==> config.mk <==
export PLATFORM = sky130hd
export DESIGN_NAME = indexed_lru_list
export DESIGN_NICKNAME = d
export VERILOG_FILES = /design/src/hw/rtl/idxlru_pkg.sv /design/src/hw/rtl/idxlru_ctrl.sv /design/src/hw/rtl/idxlru_dp.sv /design/src/hw/rtl/indexed_lru_list.sv
export SDC_FILE = /design/constraint.sdc
export NUM_CORES = 1
export LEC_CHECK = 0
export BUFFER_PORTS_ARGS = -buffer_cell sky130_fd_sc_hd__buf_2
export CORE_UTILIZATION = 45
export CTS_BUF_LIST = sky130_fd_sc_hd__clkbuf_4
export CTS_CLUSTER_DIAMETER = 60
export DETAILED_ROUTE_END_ITERATION = 8
export HOLD_SLACK_MARGIN = 0.06
export PLACE_DENSITY = 0.56
export SYNTH_ARGS = -nofsm -noshare
export SYNTH_HDL_FRONTEND = slang
export SYNTH_SLANG_ARGS = --single-unit
==> constraint.sdc <==
create_clock -name clk -period 4.36 [get_ports clk]
set_clock_uncertainty 0.2 [all_clocks]
set_input_delay 0.218 -clock clk [delete_from_list [all_inputs] [get_ports clk]]
set_output_delay 0.218 -clock clk [all_outputs]
set_load 0.02 [all_outputs]
==> src/hw/rtl/idxlru_pkg.sv <==
// Shared types and codes for the indexed LRU list.
// No dependencies; used by every other file of the block but the defines header.
package idxlru_pkg;

    localparam int IDX_W = 6;
    localparam int ACT_W = 3;

    // Action codes; 5..7 are unused and change nothing.
    localparam logic [ACT_W-1:0] ACT_INS_HEAD = 3'd0;
    localparam logic [ACT_W-1:0] ACT_INS_TAIL = 3'd1;
    localparam logic [ACT_W-1:0] ACT_POP_HEAD = 3'd2;
    localparam logic [ACT_W-1:0] ACT_POP_TAIL = 3'd3;
    localparam logic [ACT_W-1:0] ACT_REMOVE   = 3'd4;

    typedef struct packed {
        logic [ACT_W-1:0] action;
        logic [IDX_W-1:0] entry_index;
    } item_t;

    typedef struct packed {
        logic [IDX_W-1:0] popped_entry;
        logic             popped_valid;
        logic             was_present;
        logic             now_empty;
    } result_t;

    typedef enum logic [1:0] {
        ST_CLEAR,
        ST_IDLE,
        ST_EXEC
    } state_t;

    // Controller to datapath
    typedef struct packed {
        logic clear_en;
        logic load;
        logic exec;
    } cmd_t;

    // Datapath to controller
    typedef struct packed {
        logic clear_last;
    } status_t;

endpackage

==> src/hw/rtl/idxlru_ctrl.sv <==
// Controller FSM for the indexed LRU list: clearing pass, accept, execute.
// Depends on idxlru_pkg.
module idxlru_ctrl (
    input  logic                 clk,
    input  logic                 rst_n,
    input  logic                 start,
    output logic                 busy,
    input  idxlru_pkg::status_t  status,
    output idxlru_pkg::cmd_t     cmd
);

    idxlru_pkg::state_t state_reg;
    idxlru_pkg::state_t state_next;

    always_ff @(posedge clk or negedge rst_n)
    begin
        if (!rst_n)
        begin
            state_reg <= idxlru_pkg::ST_CLEAR;
        end
        else
        begin
            state_reg <= state_next;
        end
    end

    always_comb
    begin
        state_next = state_reg;
        unique case (state_reg)
            idxlru_pkg::ST_CLEAR:
            begin
                if (status.clear_last)
                begin
                    state_next = idxlru_pkg::ST_IDLE;
                end
            end
            idxlru_pkg::ST_IDLE:
            begin
                if (start)
                begin
                    state_next = idxlru_pkg::ST_EXEC;
                end
            end
            idxlru_pkg::ST_EXEC:
            begin
                state_next = idxlru_pkg::ST_IDLE;
            end
            default:
            begin
                state_next = idxlru_pkg::ST_IDLE;
            end
        endcase
    end

    always_comb
    begin
        cmd  = '0;
        busy = 1'b1;
        unique case (state_reg)
            idxlru_pkg::ST_CLEAR:
            begin
                cmd.clear_en = 1'b1;
            end
            idxlru_pkg::ST_IDLE:
            begin
                busy     = 1'b0;
                cmd.load = start;
            end
            idxlru_pkg::ST_EXEC:
            begin
                cmd.exec = 1'b1;
            end
            default:
            begin
                busy = 1'b1;
            end
        endcase
    end

endmodule

==> src/hw/rtl/idxlru_dp.sv <==
// Datapath for the indexed LRU list: link and flag memories, head/tail/empty
// registers, clear counter and result register. Depends on idxlru_pkg.
module idxlru_dp #(
    parameter int ENTRIES = 64
) (
    input  logic                 clk,
    input  logic                 rst_n,
    input  idxlru_pkg::item_t    item,
    input  idxlru_pkg::cmd_t     cmd,
    output idxlru_pkg::status_t  status,
    output idxlru_pkg::result_t  result,
    output logic                 done
);

    localparam int SW = $clog2(ENTRIES);

    // Memories
    logic [SW-1:0] next_mem [ENTRIES];
    logic [SW-1:0] prev_mem [ENTRIES];
    logic          flag_mem [ENTRIES];

    // Control registers
    logic [SW-1:0] head_reg,  head_next;
    logic [SW-1:0] tail_reg,  tail_next;
    logic          empty_reg, empty_next;
    logic [SW-1:0] clr_cnt_reg;
    logic          done_reg;

    // Captured item and read data
    logic [idxlru_pkg::ACT_W-1:0] act_reg;
    logic [SW-1:0]                slot_reg;
    logic                         in_range_reg;
    logic [SW-1:0]                next_rd_reg;
    logic [SW-1:0]                prev_rd_reg;
    logic                         flag_rd_reg;
    idxlru_pkg::result_t          out_reg, out_next;

    // Load-side address
    logic [SW-1:0] rd_addr;
    logic          in_range;

    // Write ports
    logic          next_we, prev_we, flag_we;
    logic [SW-1:0] next_wa, next_wd, prev_wa, prev_wd, flag_wa;
    logic          flag_wd;

    // Execute decode
    logic is_insert, is_pop, is_remove;
    logic do_link, do_unlink, is_head, is_tail;

    assign in_range = ({26'd0, item.entry_index} < 32'(ENTRIES));

    always_comb
    begin
        unique case (item.action)
            idxlru_pkg::ACT_POP_HEAD: rd_addr = head_reg;
            idxlru_pkg::ACT_POP_TAIL: rd_addr = tail_reg;
            default:                  rd_addr = SW'(item.entry_index);
        endcase
    end

    always_ff @(posedge clk)
    begin
        if (cmd.load)
        begin
            act_reg      <= item.action;
            slot_reg     <= rd_addr;
            in_range_reg <= in_range;
        end
    end

    // Link memories, registered read at load time
    always_ff @(posedge clk)
    begin
        if (next_we)
        begin
            next_mem[next_wa] <= next_wd;
        end
        if (cmd.load)
        begin
            next_rd_reg <= next_mem[rd_addr];
        end
    end

    always_ff @(posedge clk)
    begin
        if (prev_we)
        begin
            prev_mem[prev_wa] <= prev_wd;
        end
        if (cmd.load)
        begin
            prev_rd_reg <= prev_mem[rd_addr];
        end
    end

    always_ff @(posedge clk)
    begin
        if (flag_we)
        begin
            flag_mem[flag_wa] <= flag_wd;
        end
        if (cmd.load)
        begin
            flag_rd_reg <= flag_mem[rd_addr];
        end
    end

    always_comb
    begin
        is_insert = (act_reg == idxlru_pkg::ACT_INS_HEAD) ||
                    (act_reg == idxlru_pkg::ACT_INS_TAIL);
        is_pop    = (act_reg == idxlru_pkg::ACT_POP_HEAD) ||
                    (act_reg == idxlru_pkg::ACT_POP_TAIL);
        is_remove = (act_reg == idxlru_pkg::ACT_REMOVE);
        do_link   = cmd.exec && is_insert && in_range_reg && !flag_rd_reg;
        do_unlink = cmd.exec && ((is_remove && in_range_reg && flag_rd_reg) ||
                                 (is_pop && !empty_reg));
        is_head   = (head_reg == slot_reg);
        is_tail   = (tail_reg == slot_reg);

        head_next  = head_reg;
        tail_next  = tail_reg;
        empty_next = empty_reg;
        next_we = 1'b0;
        next_wa = slot_reg;
        next_wd = head_reg;
        prev_we = 1'b0;
        prev_wa = slot_reg;
        prev_wd = tail_reg;
        flag_we = 1'b0;
        flag_wa = slot_reg;
        flag_wd = 1'b0;

        if (cmd.clear_en)
        begin
            flag_we = 1'b1;
            flag_wa = clr_cnt_reg;
        end

        if (do_link)
        begin
            flag_we = 1'b1;
            flag_wd = 1'b1;
            if (empty_reg)
            begin
                head_next  = slot_reg;
                tail_next  = slot_reg;
                empty_next = 1'b0;
            end
            else if (act_reg == idxlru_pkg::ACT_INS_HEAD)
            begin
                next_we   = 1'b1;
                next_wa   = slot_reg;
                next_wd   = head_reg;
                prev_we   = 1'b1;
                prev_wa   = head_reg;
                prev_wd   = slot_reg;
                head_next = slot_reg;
            end
            else
            begin
                prev_we   = 1'b1;
                prev_wa   = slot_reg;
                prev_wd   = tail_reg;
                next_we   = 1'b1;
                next_wa   = tail_reg;
                next_wd   = slot_reg;
                tail_next = slot_reg;
            end
        end

        if (do_unlink)
        begin
            flag_we = 1'b1;
            flag_wd = 1'b0;
            if (is_head && is_tail)
            begin
                empty_next = 1'b1;
                head_next  = '0;
                tail_next  = '0;
            end
            else
            begin
                if (is_head)
                begin
                    head_next = next_rd_reg;
                end
                else
                begin
                    next_we = 1'b1;
                    next_wa = prev_rd_reg;
                    next_wd = next_rd_reg;
                end
                if (is_tail)
                begin
                    tail_next = prev_rd_reg;
                end
                else
                begin
                    prev_we = 1'b1;
                    prev_wa = next_rd_reg;
                    prev_wd = prev_rd_reg;
                end
            end
        end

        out_next.popped_valid = is_pop && !empty_reg;
        out_next.popped_entry = out_next.popped_valid ? idxlru_pkg::IDX_W'(slot_reg) : '0;
        out_next.was_present  = is_pop ? !empty_reg
                                       : ((is_insert || is_remove) && in_range_reg &&
                                          flag_rd_reg);
        out_next.now_empty    = empty_next;
    end

    always_ff @(posedge clk or negedge rst_n)
    begin
        if (!rst_n)
        begin
            head_reg    <= '0;
            tail_reg    <= '0;
            empty_reg   <= 1'b1;
            clr_cnt_reg <= '0;
            done_reg    <= 1'b0;
        end
        else
        begin
            head_reg  <= head_next;
            tail_reg  <= tail_next;
            empty_reg <= empty_next;
            done_reg  <= cmd.exec;
            if (cmd.clear_en)
            begin
                clr_cnt_reg <= clr_cnt_reg + 1'b1;
            end
        end
    end

    always_ff @(posedge clk)
    begin
        if (cmd.exec)
        begin
            out_reg <= out_next;
        end
    end

    assign status.clear_last = cmd.clear_en && (clr_cnt_reg == SW'(ENTRIES - 1));
    assign result = out_reg;
    assign done   = done_reg;

endmodule

==> src/hw/rtl/indexed_lru_list.sv <==
// Top level of the indexed LRU list: controller plus datapath.
// Depends on idxlru_pkg, idxlru_ctrl and idxlru_dp.
//
// Usage:
//   Input channel: drive item (action, entry_index) and raise start. The word
//   is taken at a rising edge where start is high and busy is low.
//   Output channel: done pulses for exactly one cycle with result valid in
//   that same cycle; the receiver must take it then, it cannot stall.
//   The accepting edge reads the slot's flag and neighbor links from the
//   memories into registers; the execute state writes the updated links,
//   flag and head/tail and loads the result. busy is high in the execute
//   state, so no new word is taken before the last is done; busy is low
//   again in the done cycle, so the next word may be accepted right then.
//   Reset: rst_n clears head and tail and sets the empty flag at once, then
//   the block runs a clearing pass over the membership flags, one slot per
//   cycle, with busy held high. Link memories are not cleared; a link is
//   only used for a slot that is in the list.
//   Unused action codes and slot numbers at or beyond ENTRIES change nothing.
module indexed_lru_list #(
    parameter int ENTRIES = 64
) (
    input  logic                 clk,
    input  logic                 rst_n,
    input  logic                 start,
    output logic                 busy,
    input  idxlru_pkg::item_t    item,
    output idxlru_pkg::result_t  result,
    output logic                 done
);

    idxlru_pkg::cmd_t    cmd;
    idxlru_pkg::status_t status;

    // FSM: clear pass, idle/accept, execute
    idxlru_ctrl u_ctrl (
        .clk    (clk),
        .rst_n  (rst_n),
        .start  (start),
        .busy   (busy),
        .status (status),
        .cmd    (cmd)
    );

    // Memories, list registers and result register
    idxlru_dp #(
        .ENTRIES (ENTRIES)
    ) u_dp (
        .clk    (clk),
        .rst_n  (rst_n),
        .item   (item),
        .cmd    (cmd),
        .status (status),
        .result (result),
        .done   (done)
    );

endmodule

Yosys cells after proc, flatten, opt, wreduce, memory -nomap -nowiden
Memory sizes are Yosys's and may differ from the RTL's. A register that Yosys moved wholly into a read port is not among the register bits.
Cells that the tools add are included.

storage, ports and cells
  memory bits (writable) = 832
  output and inout port bits = 11
  word-level logic and storage cells = 112
  memories = 3
  bits in registers = 40
  input bits = 12

memories
  name           words  bits a word  read ports  clocked after Yosys merged registers in  wr ports  line             text
  u_dp.next_mem  64     6            1           1                                        1         idxlru_dp.sv:18  logic [SW-1:0] next_mem [ENTRIES];
  u_dp.prev_mem  64     6            1           1                                        1         idxlru_dp.sv:19  logic [SW-1:0] prev_mem [ENTRIES];
  u_dp.flag_mem  64     1            1           1                                        1         idxlru_dp.sv:20  logic flag_mem [ENTRIES];

cells by class
  equal/unequal tests = 13
  multiplexer cells = 66
  reductions and logical operators = 17
  add/subtract/negate cells = 1

operator list
  cell                   count
  $mux W6                35
  $mux W1                27
  $eq A3 B2 Y1 const B   4
  $eq A6 B6 Y1           2
  $pmux W6 S2            1
  $logic_and A1 B1 Y1    8
  $add A6 B1 Y6 const B  1
  $eq A6 B6 Y1 const B   1
  $logic_or A1 B1 Y1     4
  $mux W2                2
  $ne A2 B2 Y1 const B   2
  $pmux W2 S2            1
  $eq A3 B1 Y1 const B   1
  $eq A3 B3 Y1 const B   1
  $logic_not A3 Y1       1
  $eq A2 B1 Y1 const B   1
  $eq A2 B2 Y1 const B   1
  $logic_not A1 Y1       2
  $logic_not A2 Y1       1
  $reduce_and A2 Y1      1

Logic depth before layout (Yosys ltp)
  depth after elaboration = 10
  depth in mapped cells = 13
  depth with buffers taken out = 8

Modules after synthesis
A second synthesis with hierarchy kept.

second synthesis, totals
  cell total of the unflattened synthesis = 3066
  area, all modules = 36867.9 µm²

modules (own cells, without submodules)
  module       cells an instance  area an instance (µm²)  times used  seq. area each (µm²)
  idxlru_dp    3056               36775.3                 1           26416.6
  idxlru_ctrl  10                 92.6                    1           50.0

Worst setup path before layout
OpenSTA, ideal clock, no wires.

  path kind = reg2reg
  start point = reg u_dp.act_reg[2] (netlist bit)
  end point = mem u_dp.next_mem[0][0] (netlist bit) (data pin)
  buffers on the path = 0
  data arrival time = 2.839 ns
  slack = 0.979 ns
  clock period less this slack = 3.381 ns
  stages on the path, launching flop included = 8
  setup time = 0.343 ns
  data required time = 3.817 ns
  cell sequence = edfxtp_1 > nor2_1 > nand2_1 > inv_1 > nand2_1 > nor2_1 > a222oi_1 > inv_1

between the ends
  cells in the longest elaborated chain, start to end = 8
  elaborated cells between the ends (all ways) = 19
  those cells by class = eq/ne (4); mux (6); reduce/logical (9)

ends and longest elaborated chain
  item                                              line                                                  text
  start, declared                                   idxlru_dp.sv:30                                       logic [idxlru_pkg::ACT_W-1:0] act_reg;
  start signal, assigned                            idxlru_dp.sv:66                                       act_reg <= item.action;
  $eq A3 B1 Y1 or $logic_not A3 Y1 (tied branches)  idxlru_dp.sv:112, idxlru_dp.sv:111, idxlru_dp.sv:151
  $logic_or A1 B1 Y1                                idxlru_dp.sv:111                                      is_insert = (act_reg == idxlru_pkg::ACT_INS_HEAD) ||
  $logic_and A1 B1 Y1 (2 in series)                 idxlru_dp.sv:116                                      do_link = cmd.exec && is_insert && in_range_reg && !flag_rd_reg;
  $mux W6                                           idxlru_dp.sv:141                                      if (do_link)
  $mux W6                                           idxlru_dp.sv:185                                      if (is_head)
  $mux W6                                           idxlru_dp.sv:177                                      if (is_head && is_tail)
  $mux W6 *                                         idxlru_dp.sv:173                                      if (do_unlink)
  via u_dp.next_wd[0]                               idxlru_dp.sv:44                                       logic [SW-1:0] next_wa, next_wd, prev_wa, prev_wd, flag_wa;
  end, declared                                     idxlru_dp.sv:18

The timed path passes the listed nets; every way through them passes the cells marked *.

==> flow_metrics.py <==
metrics = {
    "final_layout": {
        "top_regs": "u_dp.next_mem (384), u_dp.prev_mem (384), u_dp.flag_mem (64)",
        "multi_input_area_sq_um": 9140,
        "drive_above_1_share_pct": 20.2,
        "nets": 2746,
        "final-seq-area_sq_um": 26500,
        "area_growth_pct": 11.9,
        "fill_cells": 6906,
    },
    "setup_path": {
        "cp.arrival_ns": 4.39,
        "cp.buffers_inverters": 2,
        "path_class": "reg -> reg",
        "slowest_delay_ns": 0.63,
        "rr_endpoint": "u_dp.prev_mem[44][1]$_DFFE_PP_",
        "cp_max_fo": 20,
        "cp_top_family": "simple AND/OR/NAND/NOR gates",
        "r2r_start": "u_ctrl.state_reg[0]$_DFFE_PN0P_",
        "reg2reg_slack_ns": 0.45,
        "cp.required_ns": 4.84,
        "worstSetupStartpointType": "flop",
        "endpoint_kind": "flop",
        "worst_path_max_delay_cell": "nor2_1",
        "reg2reg_depth": 8,
        "crit_chain": "nor2b_1 -> o21ai_2 -> a21oi_1 -> buf_4 -> inv_1 -> o21ai_0 -> nand2_1 -> nor2_1",
    },
    "global_routing": {
        "grt.overflow.total": 0,
        "grtUsageTotal_pct": 23.7,
        "first_global_vias": 23000,
        "grt_max_degree": 182,
        "grt_pass1_wl_mm": 144,
        "antenna_found_initial": 3,
    },
    "synthesis": {
        "synth.cell_area_sq_um": 36600,
        "ys_top_cells_by_area": "edfxtp_1 71%, mux4_2 4.1%, nand2_1 4.0%",
        "yosysTopAreaCellShare_pct": 70.7,
        "yosys.area.top_type": "edfxtp_1",
        "syn_area_per_cell_sq_um": 14.5,
        "synthCells": 2522,
        "ys_ff_latch": 885,
        "ys_types": 72,
        "syn_nets": 2535,
        "synth_edf_count": 863,
        "yosys_warnings": 0,
        "ys_seq_area_share_pct": 72.2,
        "async_flop_share_pct": 2.49,
        "synth_ff_type": "edfxtp_1",
    },
    "clocking": {
        "clockBufferDepth": 3,
        "post_cts_buffers": 0,
        "post_cts_resized": 0,
        "cts_max_level": 4,
        "cts-root-buf": "clkbuf_4",
        "insertion_delay_ns": 1.09,
        "ctsHoldBuffers": 20,
        "cts_sinks": 885,
        "cts_tree": "done",
        "clk_pin_slew_worst_paths_ns": 0.06,
        "cts_buffers": 222,
    },
    "power": {
        "powerDensity_nw_per_um2": 508,
        "p_leak_uw": 0.0140,
        "ir_worst_vdd_mv": 0.264,
    },
    "placed_design": {
        "port_buffers": 22,
        "gp_congestion": 0.895,
        "preCtsSetupSlack_ns": 0.515,
        "hpwlAfterDp_mm": 60.0,
    },
    "floorplan": {
        "rows": 104,
        "fp.dieW_microns": 287,
        "fp.dieH_microns": 287,
        "die_area_sq_um": 82600,
        "start_util_pct": 45.5,
        "core_area_sq_um": 80500,
        "io_pins": 23,
    },
    "sta": {
        "setup_violations": 0,
        "max_freq_mhz": 256,
        "slew_headroom_pct": 15.3,
        "layout_setup_ws_ns": 0.455,
        "period_needed_ns": 3.91,
        "tightest_slew_ns": 1.27,
        "hold_viol_final": 0,
        "whs_ns": 0.182,
        "fin_tns_setup_ns": 0,
        "maxSlewViolCount": 0,
        "rsz0062_at_grt": "no",
        "fin_crit_sh_pct": 89.6,
    },
    "hold_path": {
        "hold_class": "in -> reg",
        "min_delay_path_depth": 5,
        "hold_end": "u_dp.slot_reg[4]$_DFFE_PP_",
        "min_from": "item[4]",
    },
    "routing": {
        "drt_iter0_drc": 2526,
        "ant_nets": 0,
        "drt_first_pass_iters": 8,
        "vias": 22800,
        "drc": 0,
        "wire_per_inst_microns": 24.6,
        "viasPerCell": 5.75,
        "postRouteWirelength_mm": 97.7,
    },
    "run_status": {
        "status": "completed",
    },
    "flow_run": {
        "drv_cap": 0,
    },
}
cells in the mapped netlist (all sizes together) (3+ instances only):
| cell type | n |
|---|---|
| a21o | 12 |
| clkbuf | 38 |
| nor4 | 3 |
| and2 | 8 |
| mux4 | 66 |
| o41ai | 13 |
| xnor2 | 4 |
| nand3 | 48 |
| a21oi | 237 |
| a2bb2oi | 13 |
| a211oi | 13 |
| o21ai | 75 |
| buf | 107 |
| o31ai | 3 |
| nor3b | 3 |
| or3 | 14 |
| nand3b | 5 |
| dfrtp | 21 |
| and3 | 3 |
| nor2 | 231 |
| a22o | 26 |
| o221ai | 36 |
| nand2b | 3 |
| a22oi | 64 |
| mux2i | 56 |
| nand2 | 392 |
| mux2 | 34 |
| nand4b | 12 |
| xor2 | 13 |
| inv | 53 |
| a222oi | 12 |
| edfxtp | 863 |
| o22ai | 15 |
| nor2b | 3 |
layer usage:
metal | vias up | part of all wire [%] | track usage [%]
met5 | - | 0 | 0
met4 | 0 | 3.0 | 9.24
met3 | 197 | 7.2 | 5.03
met2 | 1013 | 48 | 37.8
met1 | 11400 | 42 | 31.8
li1 | 10200 | - | -
tightest hold or removal path: cells and delay by family:
family,cells,cell delay (ns)
buffers and inverters,4,1.03
multiplexers,1,0.07
stage by stage:
stage	total power, uW	utilization [%]	cell area (sq um)	instances
5_1_grt	21700	50.9	41000	3963
3_3_place_gp	14300	47.3	38100	3549
3_5_place_dp	14300	47.3	38100	3549
2_1_floorplan	12700	-	36600	2522
6_report	20800	50.9	41000	3965
4_1_cts	21000	50.9	41000	3961
area by class of cell:
cell class	count	share of cell area, %
Antenna cell	4	0.0244
Clock buffer	300	5.49
Clock inverter	92	1.17
Inverter	53	0.516
Multi-Input combinational cell	1439	22.3
Sequential cell	885	64.5
Tap cell	1060	3.23
Timing Repair Buffer	132	2.76
kinds of logic (layout without fill, tap and decap cells):
group,Yosys count,count (layout),share of synthesized area [%]
AND/OR/NAND/NOR,732,732,8.30
flip-flops,885,885,72.2
buffers and inverters,198,577,2.88
AO/OA/AOI/OAI,533,533,9.35
other,0,4,0
adder cells (fa/ha/maj),1,1,0.0341
XOR/XNOR,17,17,0.406
multiplexers,156,156,6.81
where the power goes:
group          total [uW]  switching [uW]  internal [uW]
Clock                6720            3380           3340
Combinational        3690            2680           1010
Sequential          10400             224          10200
Total               20800            6280          14600
worst max path at each step:
stage,from,to,slack (ns),cells past startpoint
floorplan,u_dp.act_reg[2]$_DFFE_PP_,u_dp.next_mem[0][0]$_DFFE_PP_,0.98,7
global placement,item[7],u_dp.next_rd_reg[4]$_DFFE_PP_,0.53,10
detailed placement,u_ctrl.state_reg[0]$_DFFE_PN0P_,u_dp.prev_mem[44][3]$_DFFE_PP_,0.52,8
CTS,u_ctrl.state_reg[0]$_DFFE_PN0P_,u_dp.prev_mem[44][1]$_DFFE_PP_,0.46,8
global route,u_ctrl.state_reg[0]$_DFFE_PN0P_,u_dp.prev_mem[44][2]$_DFFE_PP_,0.26,8
finish,u_ctrl.state_reg[0]$_DFFE_PN0P_,u_dp.prev_mem[44][1]$_DFFE_PP_,0.45,8
placed cells by master (no fill, tap or decap), types with 19 or more instances in the layout:
master / instances
inv_1: 36
a21oi_1: 234
edfxtp_1: 863
a22oi_1: 64
nand3_1: 47
dfrtp_1: 21
o21ai_0: 67
clkbuf_4: 300
a22o_1: 26
buf_4: 79
mux2i_1: 51
mux4_2: 66
dlygate4sd3_1: 19
nor2_1: 230
nand2_1: 392
o221ai_1: 36
mux2_2: 30
buf_2: 22
clkinv_1: 65
No activity file was read; power rests on OpenSTA's default activity.
